--- config.mk ---
export PLATFORM = sky130hd
export DESIGN_NAME = integer_to_ascii_digits_core_flat
export DESIGN_NICKNAME = d
export VERILOG_FILES = /design/src/sv/i2a_pkg.sv /design/src/sv/i2a_in_if.sv /design/src/sv/i2a_out_if.sv /design/src/sv/integer_to_ascii_digits_core.sv /design/src/sv/i2a_cell.sv /design/src/flat_wrapper.sv
export VERILOG_INCLUDE_DIRS = /design/src /design/src/sv
export SDC_FILE = /design/constraint.sdc
export NUM_CORES = 1
export LEC_CHECK = 0
export ABC_AREA = 1
export BUFFER_PORTS_ARGS = -buffer_cell sky130_fd_sc_hd__buf_2
export CORE_MARGIN = 2
export CORE_UTILIZATION = 45
export CTS_CLUSTER_DIAMETER = 30
export DETAILED_ROUTE_END_ITERATION = 8
export GPL_ROUTABILITY_DRIVEN = 0
export GPL_TIMING_DRIVEN = 0
export PLACE_DENSITY_LB_ADDON = 0.3
export SLEW_MARGIN = 5
export SYNTH_ARGS = -nofsm -noshare
export SYNTH_HDL_FRONTEND = slang
export SYNTH_SLANG_ARGS = --single-unit
--- constraint.sdc ---
create_clock -name clk -period 4.35 [get_ports clk]
set_input_delay 0.87 -clock clk [delete_from_list [all_inputs] [get_ports clk]]
set_output_delay 0.87 -clock clk [all_outputs]
set_load 0.02 [all_outputs]
--- src/sv/integer_to_ascii_digits_core_assert.svh ---
// assertion macros for the integer to ascii digits core
// both sample on clk and are held off while rst_n is low
`ifndef INTEGER_TO_ASCII_DIGITS_CORE_ASSERT_SVH
`define INTEGER_TO_ASCII_DIGITS_CORE_ASSERT_SVH

// consequent checked in the same cycle
`define I2A_ASSERT_NOW(label, ante, cons, msg) \
    label: assert property (@(posedge clk) disable iff (!rst_n) (ante) |-> (cons)) \
        else $error(msg);

// consequent checked in the following cycle
`define I2A_ASSERT_NXT(label, ante, cons, msg) \
    label: assert property (@(posedge clk) disable iff (!rst_n) (ante) |=> (cons)) \
        else $error(msg);

`endif

--- src/sv/i2a_pkg.sv ---
`timescale 1ns / 1ps

package i2a_pkg;

    // port field widths
    localparam int VALUE_FIELD_W = 64;
    localparam int BSIZE_W       = 6;
    localparam int CHAR_W        = 8;
    localparam int LEN_W         = 5;
    localparam int DIGIT_W       = 4;

    // operand bits used (8..64) and cells in the digit row (3..20)
    localparam int VALUE_WIDTH = 64;
    localparam int MAX_DIGITS  = 20;

    localparam logic [CHAR_W-1:0] CHAR_MINUS = 8'h2d;
    localparam logic [CHAR_W-1:0] CHAR_NONE  = 8'h00;

    localparam logic [CHAR_W-1:0] HEX_CHARS [16] = '{
        8'h30, 8'h31, 8'h32, 8'h33, 8'h34, 8'h35, 8'h36, 8'h37,
        8'h38, 8'h39, 8'h61, 8'h62, 8'h63, 8'h64, 8'h65, 8'h66
    };

    // what each digit cell does this cycle
    typedef enum logic [2:0] {
        CELL_HOLD,
        CELL_CLEAR,
        CELL_DEC,
        CELL_HEX,
        CELL_MOVE
    } cell_mode_t;

    function automatic logic [CHAR_W-1:0] hex_char(input logic [DIGIT_W-1:0] d);
        return HEX_CHARS[d];
    endfunction

endpackage

--- src/sv/i2a_in_if.sv ---
`timescale 1ns / 1ps

interface i2a_in_if;

    logic                                valid;
    logic                                ready;
    logic [i2a_pkg::VALUE_FIELD_W-1:0]   value;
    logic                                is_signed;
    logic                                base_is_hex;
    logic [i2a_pkg::BSIZE_W-1:0]         dest_bytes;

    modport source (
        output valid,
        output value,
        output is_signed,
        output base_is_hex,
        output dest_bytes,
        input  ready
    );

    modport sink (
        input  valid,
        input  value,
        input  is_signed,
        input  base_is_hex,
        input  dest_bytes,
        output ready
    );

endinterface

--- src/sv/i2a_out_if.sv ---
`timescale 1ns / 1ps

interface i2a_out_if;

    logic                          valid;
    logic                          ready;
    logic [i2a_pkg::CHAR_W-1:0]    out_char;
    logic                          is_last;
    logic                          is_empty;
    logic [i2a_pkg::LEN_W-1:0]     char_total;

    modport source (
        output valid,
        output out_char,
        output is_last,
        output is_empty,
        output char_total,
        input  ready
    );

    modport sink (
        input  valid,
        input  out_char,
        input  is_last,
        input  is_empty,
        input  char_total,
        output ready
    );

endinterface

--- src/sv/integer_to_ascii_digits_core.sv ---
`timescale 1ns / 1ps
// channel   dir   word                                              handshake
// number    in    value, is_signed, base_is_hex, dest_bytes         valid/ready
// text      out   out_char, is_last, is_empty, char_total           valid/ready
//
// one conversion at a time; a new number is taken once the last character is in the
// output register. the operand passes through the digit cell row in VALUE_WIDTH
// single-bit shifts; with no room a single empty word is sent.
// rst_n is asynchronous and clears all control; a stalled text word holds the fsm.
`include "integer_to_ascii_digits_core_assert.svh"

module integer_to_ascii_digits_core (
    input  logic        clk,
    input  logic        rst_n,
    i2a_in_if.sink      number,
    i2a_out_if.source   text
);

    localparam int VW        = i2a_pkg::VALUE_WIDTH;
    localparam int MD        = i2a_pkg::MAX_DIGITS;
    localparam int BIT_CNT_W = $clog2(VW + 1);
    localparam int CNT_W     = $clog2(MD + 1);
    localparam int DW        = i2a_pkg::DIGIT_W;
    localparam int LW        = i2a_pkg::LEN_W;
    localparam int CW        = i2a_pkg::CHAR_W;
    localparam int BW        = i2a_pkg::BSIZE_W;

    typedef enum logic [2:0] {
        ST_IDLE,
        ST_CONVERT,
        ST_TRIM,
        ST_EMIT,
        ST_EMPTY
    } state_t;

    state_t                 state_reg, state_next;
    logic [VW-1:0]          bits_reg, bits_next;        // operand magnitude, msb shifted out
    logic [BIT_CNT_W-1:0]   bit_cnt_reg, bit_cnt_next;
    logic [CNT_W-1:0]       cnt_reg, cnt_next;          // digits still in the row
    logic [CNT_W-1:0]       limit_reg, limit_next;
    logic [LW-1:0]          total_reg, total_next;
    logic                   neg_reg, neg_next;
    logic                   hex_reg, hex_next;
    logic                   seen_reg, seen_next;        // a significant digit sits above the top
    logic                   sign_pend_reg, sign_pend_next;

    // output register
    logic                   oval_reg, oval_next;
    logic [CW-1:0]          ochar_reg, ochar_next;
    logic                   olast_reg, olast_next;
    logic                   oempty_reg, oempty_next;
    logic [LW-1:0]          olen_reg, olen_next;

    // digit cell row, cell 0 least significant
    i2a_pkg::cell_mode_t    cell_mode;
    logic [DW-1:0]          digit_w [MD];
    logic                   carry_w [MD];
    logic [DW-1:0]          din_w   [MD];
    logic                   cin_w   [MD];

    genvar gi;
    generate
        for (gi = 0; gi < MD; gi++)
        begin : g_cell
            if (gi == 0)
            begin : g_first
                assign cin_w[gi] = bits_reg[VW-1];
                assign din_w[gi] = '0;
            end
            else
            begin : g_rest
                assign cin_w[gi] = carry_w[gi-1];
                assign din_w[gi] = digit_w[gi-1];
            end

            i2a_cell u_cell (
                .clk       (clk),
                .mode      (cell_mode),
                .carry_in  (cin_w[gi]),
                .digit_in  (din_w[gi]),
                .digit     (digit_w[gi]),
                .carry_out (carry_w[gi])
            );
        end
    endgenerate

    logic [DW-1:0]          top_digit;
    logic                   top_carry;
    logic [VW-1:0]          field;
    logic                   neg_in;
    logic [VW-1:0]          mag;
    logic [BW-1:0]          limit_raw;
    logic [CNT_W-1:0]       limit_clip;
    logic                   slot_free;
    logic                   seen_now;
    logic                   keep_sign;

    assign top_digit = digit_w[MD-1];
    assign top_carry = carry_w[MD-1];

    // operand decode for the incoming word
    assign field  = number.value[VW-1:0];
    assign neg_in = number.is_signed & ~number.base_is_hex & field[VW-1];
    assign mag    = neg_in ? VW'(~field + VW'(1)) : field;

    // characters that fit: buffer size less the terminator, capped at the row length
    assign limit_raw  = (number.dest_bytes == '0) ? '0
                      : number.dest_bytes - BW'(1);
    assign limit_clip = (limit_raw > BW'(MD)) ? CNT_W'(MD)
                      : limit_raw[CNT_W-1:0];

    assign slot_free = !oval_reg || text.ready;
    assign seen_now  = seen_reg || (top_digit != '0);
    assign keep_sign = neg_reg && (cnt_reg < limit_reg);

    assign number.ready = (state_reg == ST_IDLE);

    always_comb
    begin
        state_next     = state_reg;
        bits_next      = bits_reg;
        bit_cnt_next   = bit_cnt_reg;
        cnt_next       = cnt_reg;
        limit_next     = limit_reg;
        total_next     = total_reg;
        neg_next       = neg_reg;
        hex_next       = hex_reg;
        seen_next      = seen_reg;
        sign_pend_next = sign_pend_reg;
        oval_next      = oval_reg;
        ochar_next     = ochar_reg;
        olast_next     = olast_reg;
        oempty_next    = oempty_reg;
        olen_next      = olen_reg;
        cell_mode      = i2a_pkg::CELL_HOLD;

        if (oval_reg && text.ready)
        begin
            oval_next = 1'b0;
        end

        case (state_reg)
            ST_IDLE:
            begin
                if (number.valid)
                begin
                    neg_next   = neg_in;
                    hex_next   = number.base_is_hex;
                    limit_next = limit_clip;
                    if (limit_clip == '0)
                    begin
                        state_next = ST_EMPTY;
                    end
                    else
                    begin
                        bits_next    = mag;
                        bit_cnt_next = BIT_CNT_W'(VW);
                        seen_next    = 1'b0;
                        cell_mode    = i2a_pkg::CELL_CLEAR;
                        state_next   = ST_CONVERT;
                    end
                end
            end

            // one operand bit enters cell 0 per cycle; carries out of the top are remembered
            ST_CONVERT:
            begin
                cell_mode    = hex_reg ? i2a_pkg::CELL_HEX : i2a_pkg::CELL_DEC;
                bits_next    = bits_reg << 1;
                bit_cnt_next = bit_cnt_reg - BIT_CNT_W'(1);
                seen_next    = seen_reg | top_carry;
                if (bit_cnt_reg == BIT_CNT_W'(1))
                begin
                    cnt_next   = CNT_W'(MD);
                    state_next = ST_TRIM;
                end
            end

            // drop leading zeros and the digits that do not fit, one per cycle
            ST_TRIM:
            begin
                if ((cnt_reg > limit_reg) || (!seen_now && cnt_reg > CNT_W'(1)))
                begin
                    cell_mode = i2a_pkg::CELL_MOVE;
                    cnt_next  = cnt_reg - CNT_W'(1);
                    seen_next = seen_now;
                end
                else
                begin
                    sign_pend_next = keep_sign;
                    total_next     = LW'(cnt_reg) + LW'(keep_sign);
                    state_next     = ST_EMIT;
                end
            end

            // sign first, then the top cell each cycle that the output slot is free, as the row moves up
            ST_EMIT:
            begin
                if (slot_free)
                begin
                    oval_next   = 1'b1;
                    oempty_next = 1'b0;
                    olen_next   = total_reg;
                    if (sign_pend_reg)
                    begin
                        ochar_next     = i2a_pkg::CHAR_MINUS;
                        olast_next     = 1'b0;
                        sign_pend_next = 1'b0;
                    end
                    else
                    begin
                        ochar_next = i2a_pkg::hex_char(top_digit);
                        cell_mode  = i2a_pkg::CELL_MOVE;
                        cnt_next   = cnt_reg - CNT_W'(1);
                        olast_next = (cnt_reg == CNT_W'(1));
                        if (cnt_reg == CNT_W'(1))
                        begin
                            state_next = ST_IDLE;
                        end
                    end
                end
            end

            // no room at all: a single empty word
            ST_EMPTY:
            begin
                if (slot_free)
                begin
                    oval_next   = 1'b1;
                    ochar_next  = i2a_pkg::CHAR_NONE;
                    olast_next  = 1'b1;
                    oempty_next = 1'b1;
                    olen_next   = '0;
                    state_next  = ST_IDLE;
                end
            end

            default:
            begin
                state_next = ST_IDLE;
            end
        endcase
    end

    always_ff @(posedge clk or negedge rst_n)
    begin
        if (!rst_n)
        begin
            state_reg     <= ST_IDLE;
            bits_reg      <= '0;
            bit_cnt_reg   <= '0;
            cnt_reg       <= '0;
            limit_reg     <= '0;
            total_reg     <= '0;
            neg_reg       <= 1'b0;
            hex_reg       <= 1'b0;
            seen_reg      <= 1'b0;
            sign_pend_reg <= 1'b0;
            oval_reg      <= 1'b0;
            ochar_reg     <= '0;
            olast_reg     <= 1'b0;
            oempty_reg    <= 1'b0;
            olen_reg      <= '0;
        end
        else
        begin
            state_reg     <= state_next;
            bits_reg      <= bits_next;
            bit_cnt_reg   <= bit_cnt_next;
            cnt_reg       <= cnt_next;
            limit_reg     <= limit_next;
            total_reg     <= total_next;
            neg_reg       <= neg_next;
            hex_reg       <= hex_next;
            seen_reg      <= seen_next;
            sign_pend_reg <= sign_pend_next;
            oval_reg      <= oval_next;
            ochar_reg     <= ochar_next;
            olast_reg     <= olast_next;
            oempty_reg    <= oempty_next;
            olen_reg      <= olen_next;
        end
    end

    assign text.valid      = oval_reg;
    assign text.out_char   = ochar_reg;
    assign text.is_last    = olast_reg;
    assign text.is_empty   = oempty_reg;
    assign text.char_total = olen_reg;

    // row count stays within what the buffer allows while characters go out
    `I2A_ASSERT_NOW(a_emit_count, state_reg == ST_EMIT, (cnt_reg != '0) && (cnt_reg <= limit_reg), "digit count out of range while emitting")
    // decimal cells hold proper bcd once the shifts are done
    `I2A_ASSERT_NOW(a_bcd_digit, (state_reg == ST_TRIM) && !hex_reg, top_digit <= 4'd9, "top cell holds a non-decimal digit")
    // an empty word is alone and carries no length
    `I2A_ASSERT_NOW(a_empty_word, text.valid && text.is_empty, text.is_last && (text.char_total == '0), "empty word not final or with length")
    // a minus sign is never the only or the final character
    `I2A_ASSERT_NOW(a_sign_word, text.valid && !text.is_empty && (text.out_char == i2a_pkg::CHAR_MINUS), !text.is_last && (text.char_total >= LW'(2)), "minus sign word malformed")
    // the last shift hands a full row to the trim pass
    `I2A_ASSERT_NXT(a_convert_end, (state_reg == ST_CONVERT) && (bit_cnt_reg == BIT_CNT_W'(1)), (state_reg == ST_TRIM) && (cnt_reg == CNT_W'(MD)), "conversion did not end in trim")

endmodule

--- src/sv/i2a_cell.sv ---
`timescale 1ns / 1ps

module i2a_cell (
    input  logic                           clk,
    input  i2a_pkg::cell_mode_t            mode,
    input  logic                           carry_in,
    input  logic [i2a_pkg::DIGIT_W-1:0]    digit_in,
    output logic [i2a_pkg::DIGIT_W-1:0]    digit,
    output logic                           carry_out
);

    logic [i2a_pkg::DIGIT_W-1:0] digit_reg;
    logic [i2a_pkg::DIGIT_W-1:0] digit_next;
    logic [i2a_pkg::DIGIT_W-1:0] adj;

    // add-3 correction before the shift in decimal mode
    always_comb
    begin
        if (mode == i2a_pkg::CELL_DEC && digit_reg >= 4'd5)
        begin
            adj = digit_reg + 4'd3;
        end
        else
        begin
            adj = digit_reg;
        end
    end

    assign carry_out = adj[i2a_pkg::DIGIT_W-1];
    assign digit     = digit_reg;

    always_comb
    begin
        case (mode)
            i2a_pkg::CELL_HOLD:  digit_next = digit_reg;
            i2a_pkg::CELL_CLEAR: digit_next = '0;
            i2a_pkg::CELL_DEC:   digit_next = {adj[i2a_pkg::DIGIT_W-2:0], carry_in};
            i2a_pkg::CELL_HEX:   digit_next = {adj[i2a_pkg::DIGIT_W-2:0], carry_in};
            i2a_pkg::CELL_MOVE:  digit_next = digit_in;
            default:             digit_next = digit_reg;
        endcase
    end

    always_ff @(posedge clk)
    begin
        digit_reg <= digit_next;
    end

endmodule

--- src/flat_wrapper.sv ---
// flat-port wrapper written by rule: the top's interface ports become plain ports
module integer_to_ascii_digits_core_flat 
  (clk, rst_n, number_valid, number_value, number_is_signed, number_base_is_hex, number_dest_bytes, number_ready, text_valid, text_out_char, text_is_last, text_is_empty, text_char_total, text_ready);
  i2a_in_if number_i ();
  i2a_out_if text_i ();
  input  logic clk;
  input  logic rst_n;
  input wire logic [$bits(number_i.valid)-1:0] number_valid;
  input wire logic [$bits(number_i.value)-1:0] number_value;
  input wire logic [$bits(number_i.is_signed)-1:0] number_is_signed;
  input wire logic [$bits(number_i.base_is_hex)-1:0] number_base_is_hex;
  input wire logic [$bits(number_i.dest_bytes)-1:0] number_dest_bytes;
  output wire logic [$bits(number_i.ready)-1:0] number_ready;
  output wire logic [$bits(text_i.valid)-1:0] text_valid;
  output wire logic [$bits(text_i.out_char)-1:0] text_out_char;
  output wire logic [$bits(text_i.is_last)-1:0] text_is_last;
  output wire logic [$bits(text_i.is_empty)-1:0] text_is_empty;
  output wire logic [$bits(text_i.char_total)-1:0] text_char_total;
  input wire logic [$bits(text_i.ready)-1:0] text_ready;
  assign number_i.valid = number_valid;
  assign number_i.value = number_value;
  assign number_i.is_signed = number_is_signed;
  assign number_i.base_is_hex = number_base_is_hex;
  assign number_i.dest_bytes = number_dest_bytes;
  assign number_ready = number_i.ready;
  assign text_valid = text_i.valid;
  assign text_out_char = text_i.out_char;
  assign text_is_last = text_i.is_last;
  assign text_is_empty = text_i.is_empty;
  assign text_char_total = text_i.char_total;
  assign text_i.ready = text_ready;
  integer_to_ascii_digits_core u_core (.clk(clk), .rst_n(rst_n), .number(number_i), .text(text_i));
endmodule
Yosys cells after proc, flatten, opt, wreduce, memory -nomap -nowiden
Memories as Yosys holds them, arrays and structs flattened.
Cells that the tools add are included.
W data, S select, Z words.
Word-level totals
  bits in registers: 189
  ROM bits: 128
  input bits: 76
  output and inout bits: 17
  memories kept: 1
Cells by class
  add/subtract/negate cells: 25
  $lt $le $gt $ge: 25
  equality and inequality tests: 19
  muxes and demuxes: 94
  bitwise operators: 7
  reductions and logical operators: 50
Memory list
  (no name shown): depth 16, bits a word 8, rd ports 1, clocked after memory_dff 0, wr ports 0, RTL line i2a_pkg.sv:34  | return HEX_CHARS[d];
Operators by type and width (count)
  $pmux W4 S3: 19
  $mux W64: 3
  $pmux W64 S2: 1
  $add A4 B2 Y4 const B: 20
  $ge A4 B3 Y1 const B: 20
  $mux W4: 20
  $add A64 B1 Y64 const B: 1
  $not A64 Y64: 1
  $mux W8: 5
  $mux W3: 12
  $mux W5: 7
  $logic_and A1 B1 Y1: 23
  $pmux W8 S2: 1
  $pmux W3 S5: 1
  $pmux W5 S3: 1
  $mux W7: 2
  $pmux W7 S2: 1
  $mux W1: 13
  $eq A3 B2 Y1 const B: 4
  $pmux W3 S4: 1
  $ne A2 B1 Y1 const B: 5
  $pmux W5 S2: 1
  $reduce_and A3 Y1: 3
  $reduce_bool A3 Y1: 3
  other kinds (34): 52

Depth between registers and ports, before layout
  word-level depth: 13
  gate-level depth with buffers: 15
  depth with buffers taken out: 15

Modules after synthesis
Synthesis repeated with hierarchy kept, for this count alone.
Unflattened totals
  cell total of the unflattened synthesis: 2193
  area total of the unflattened synthesis: 14695.3 µm²
By module, submodules not included
  integer_to_ascii_digits_core: instances 1, cells an instance 1313, area an instance 8089.0 µm²
  i2a_cell: instances 20, cells an instance 44, area an instance 330.3 µm²

Least setup slack after synthesis
Ideal clock, no wire load.
  path type: in2reg
  from: input number_dest_bytes[0]
  to: register u_core.g_cell[10].u_cell.digit_reg (netlist bit u_core.g_cell[10].u_cell.digit[0]) (enable)
  setup time: 0.962 ns
  data arrival time: 3.863 ns
  required time: 3.388 ns
  setup slack: -0.475 ns
  stages: 13
  buffers on the path: 2
  path through: inv_1 -> ha_1 -> nand3_4 -> nand3_1 -> inv_1 -> nand2_2 -> nand2_2 -> nor2_4 -> nand3_2 -> nand2_2 -> buf_6 -> buf_6 -> nand3_1
On the way
  cells in the longest elaborated chain, start to end: 11
  elaborated cells on any way between the ends: 15
  classes of those cells: add/sub: 1; order compare: 1; eq/ne: 4; mux: 5; reduce/logical: 4
Ends and longest elaborated chain
  from (decl): RTL line flat_wrapper.sv:12  | input wire logic [$bits(number_i.dest_bytes)-1:0] number_dest_bytes;
  $sub A6 B1 Y6 or $logic_not A6 Y1 (tied branches): RTL line integer_to_ascii_digits_core.sv:108, integer_to_ascii_digits_core.sv:107
  $mux W6 (*): RTL line integer_to_ascii_digits_core.sv:107  | assign limit_raw = (number.dest_bytes == '0) ? '0
  $gt A6 B5 Y1: RTL line integer_to_ascii_digits_core.sv:109  | assign limit_clip = (limit_raw > BW'(MD)) ? CNT_W'(MD)
  $mux W5 (*): RTL line integer_to_ascii_digits_core.sv:109
  $logic_not A5 Y1 (*): RTL line integer_to_ascii_digits_core.sv:150  | if (limit_clip == '0)
  $mux W1 (*): RTL line integer_to_ascii_digits_core.sv:150
  $mux W3 (*): RTL line integer_to_ascii_digits_core.sv:145  | if (number.valid)
  $pmux W3 S4 (*): RTL line integer_to_ascii_digits_core.sv:142  | case (state_reg)
  $eq A3 B2 Y1: RTL line i2a_cell.sv:34  | case (mode)
  $reduce_or A2 Y1 (no line)
  $reduce_bool A3 Y1 (no line) (*)
  to (signal assigned): RTL line i2a_cell.sv:46  | digit_reg <= digit_next;
  to (decl): RTL line i2a_cell.sv:12  | logic [i2a_pkg::DIGIT_W-1:0] digit_reg;
Every way passes the cells marked *; elsewhere a longest branch is shown, timed or not.
A chain may end at the register's enable or synchronous reset.

Worst setup path in the final report
  from: register u_core.state_reg[2]
  to: register u_core.g_cell[15].u_cell.digit_reg (netlist bit u_core.g_cell[15].u_cell.digit[0]) (enable)
On the way
  cells in the longest elaborated chain, start to end: 5
  elaborated cells on any way between the ends: 11
  classes of those cells: eq/ne: 7; mux: 1; reduce/logical: 3
Ends and longest elaborated chain
  from (decl): RTL line integer_to_ascii_digits_core.sv:36  | state_t state_reg, state_next;
  from (signal assigned): RTL line integer_to_ascii_digits_core.sv:267  | state_reg <= state_next;
  $eq A3 B2 Y1 (tied with other cells): RTL line integer_to_ascii_digits_core.sv:142
  $pmux W3 S4 (*): RTL line integer_to_ascii_digits_core.sv:142
  $eq A3 B2 Y1: RTL line i2a_cell.sv:34
  $reduce_or A2 Y1 (no line)
  $reduce_bool A3 Y1 (no line) (*)
  to (signal assigned): RTL line i2a_cell.sv:46
  to (decl): RTL line i2a_cell.sv:12
Marks and branches as above.

==> impl_metrics.env <==
export IMPL_hold_viol=0
export IMPL_grt_pass1_vias=12200
export IMPL_fillers=2893
export IMPL_cts_tree="built"
export IMPL_antenna_found_initial=0
export IMPL_diodes=0
export IMPL_post_cts_buffers=0
export IMPL_rr_endpoint="u_core.g_cell[15].u_cell.digit[0]"
export IMPL_die_y_um=176
export IMPL_ir_drop_mv=0.274
export IMPL_rsz0062_at_grt="false"
export IMPL_largest_register_ff_count=80
export IMPL_cp_max_fo=44
export IMPL_outcome="finished clean"
export IMPL_route_detailed_drc=0
export IMPL_synth_area_leaders="dfrtp_1, edfxtp_1, nand2_1"
export IMPL_worst_pin_slew_ps=788
export IMPL_cp_end_kind="flop"
export IMPL_initial_utilization_pct=45.3
export IMPL_setup_slack_ps=1210
export IMPL_yosysUniqueCellTypes=46
export IMPL_arrival_ps=3320
export IMPL_rows=63
export IMPL_syn_area_um2=13300
export IMPL_r2r_slack_ps=1210
export IMPL_grt_pass1_wl_um=62200
export IMPL_synthCells=1931
export IMPL_slew_viol_final=0
export IMPL_synth_ff_type="dfrtp_1"
export IMPL_syn_to_final_growth_pct=12.2
export IMPL_layout_common_cells="nand2_1, nor2_1, inv_1"
export IMPL_drt_iter0_drc=1513
export IMPL_dpl_hpwl_um=28900
export IMPL_synth_area_per_cell_um2=6.90
export IMPL_crit_type="flop to flop"
export IMPL_grt_max_degree=93
export IMPL_nNetsFinal=2176
export IMPL_setup_viol=0
export IMPL_hold_class="input pin to async pin"
export IMPL_vias=13300
export IMPL_ys_ff_latch=188
export IMPL_final_antenna_net_count=0
export IMPL_crit_path_end="u_core.g_cell[15].u_cell.digit[0]"
export IMPL_start_kind="flop"
export IMPL_dr_pass1_iters=6
export IMPL_crit_start="u_core.state_reg[2]"
export IMPL_synth_edff_count=80
export IMPL_die_x_um=176
export IMPL_r2r_cells=6
export IMPL_wl_per_cell_um=15.8
export IMPL_synth_largest_area_cell="dfrtp_1"
export IMPL_fmax_mhz=319
export IMPL_grt_use_total_pct=25.2
export IMPL_fin_crit_sh_pct=72.1
export IMPL_finClkSkew_ps=12.9
export IMPL_clkTransAtPathRegs_ps=80
export IMPL_fin_crit_ps=3140
export IMPL_final_common_cell="nand2_1"
export IMPL_die_area_um2=31000
export IMPL_max_slew_margin_pct=47.5
export IMPL_cts_root_buf="clkbuf_16"
export IMPL_vias_per_cell=5.44
export IMPL_rr_startpoint="u_core.state_reg[2]"
export IMPL_port_buffers=91
export IMPL_cts_buffers_inserted=17
export IMPL_synth_nets=2064
export IMPL_preCtsSetupSlack_ps=748
export IMPL_wl_um=38700
export IMPL_core_region_area_um2=29400
export IMPL_ff_latch_area_um2=5100
export IMPL_worst_skew_pair_late_latency_ps=460
export IMPL_power_leakage_nw=6.94
export IMPL_ys_async_sr_fraction_pct=57.4
export IMPL_io_pin_count=93
export IMPL_drv_cap=0
export IMPL_ctsResizeCount=0
export IMPL_htreeDepth=4
export IMPL_setup_tns_ps=0
export IMPL_multiInputGateArea_um2=7160
export IMPL_power_density_nw_per_um2=408
export IMPL_cp_required_ps=4540
export IMPL_ctsHoldBuffers=0
export IMPL_synth_top_area_share_pct=20.3
export IMPL_drive_above_1_share_pct=9.10
export IMPL_clock_sinks=188
export IMPL_yosys_warnings=0
export IMPL_grt_ovfl_total=0
export IMPL_clk_path_buf_depth=2
export IMPL_synth_seq_area_share_pct=38.3
-- Yosys cell counts, types with 4 or more instances --
master	count
buf_6	6
nand2_1	614
inv_1	193
nand3_1	168
nor3_1	5
o211ai_1	8
nand2_2	4
clkbuf_1	33
buf_2	21
o21bai_1	5
o21ai_0	186
dfrtp_1	108
o31ai_1	8
buf_1	6
a21oi_1	89
o22ai_1	21
ha_1	57
edfxtp_1	80
nor2_2	8
nand4_1	10
inv_2	6
xor2_1	27
o21ai_1	31
xnor2_1	4
nor2_1	196
-- per-stage QoR --
stage | hold WS, ps | cell area (um^2) | power, mW | util, % | cells
5_1_grt | 239 | 15000 | 6.55 | 50.9 | 2446
2_1_floorplan | 446 | 13300 | 3.93 | - | 1931
6_report | 238 | 15000 | 6.11 | 50.9 | 2446
4_1_cts | 234 | 15000 | 6.11 | 50.9 | 2446
3_3_place_gp | 455 | 14300 | 4.34 | 48.6 | 2412
3_5_place_dp | 458 | 14300 | 4.45 | 48.8 | 2414
-- routing by layer --
metal	global-route usage, %	wire length (um)	share of wire [%]
met1	34.5	17200	44
met2	41.5	17900	46
met3	3.32	2670	6.9
met4	7.71	897	2.3
met5	0	0	0
-- worst max-delay path, stage by stage, from the launching register on --
cell	delay, ps
dfrtp_1	460
nor2_1	90
nand2_1	170
clkbuf_1	620
clkbuf_1	580
nand3_4	540
buf_12	380
-- power by group --
| part | total, mW | leakage [nW] | switching, mW | internal (mW) |
|---|---|---|---|---|
| Clock | 1.66 | 0.293 | 0.823 | 0.837 |
| Sequential | 2.72 | 2.17 | 0.325 | 2.40 |
| Combinational | 1.72 | 4.48 | 1.06 | 0.666 |
-- cell type report --
class,instances,area share [%]
inverters,199,4.99
clock inverters,15,1.30
flip-flops and latches,188,34.1
well taps,390,3.26
clock buffers,17,2.84
plain buffers,68,2.23
multi-input cells,1476,47.8
repair buffers,93,3.40
-- how the worst min path moves through the flow --
stage / startpoint / to / slack (ps) / depth (start not counted)
finish: rst_n / u_core.bits_reg[9] / 240 / 1
global placement: u_core.text.out_char[5] / u_core.text.out_char[5] / 450 / 2
detailed placement: u_core.text.out_char[5] / u_core.text.out_char[5] / 460 / 2
global route: rst_n / u_core.bits_reg[4] / 240 / 1
CTS: rst_n / u_core.bits_reg[9] / 230 / 1
floorplan: u_core.limit_reg[1] / u_core.limit_reg[1] / 450 / 2
-- cell families (layout without fill, tap and decap cells) --
kind of cell | count (synthesis) | count (layout) | synth area share, %
AND/OR/NAND/NOR | 1028 | 1028 | 31.9
other | 1 | 1 | 0.0281
AO/OA/AOI/OAI | 359 | 359 | 14.3
buffers and inverters | 267 | 392 | 8.11
XOR/XNOR | 31 | 31 | 2.04
flip-flops | 188 | 188 | 38.3
adder cells (fa/ha/maj) | 57 | 57 | 5.35
No activity file was read; power rests on OpenSTA's default activity.
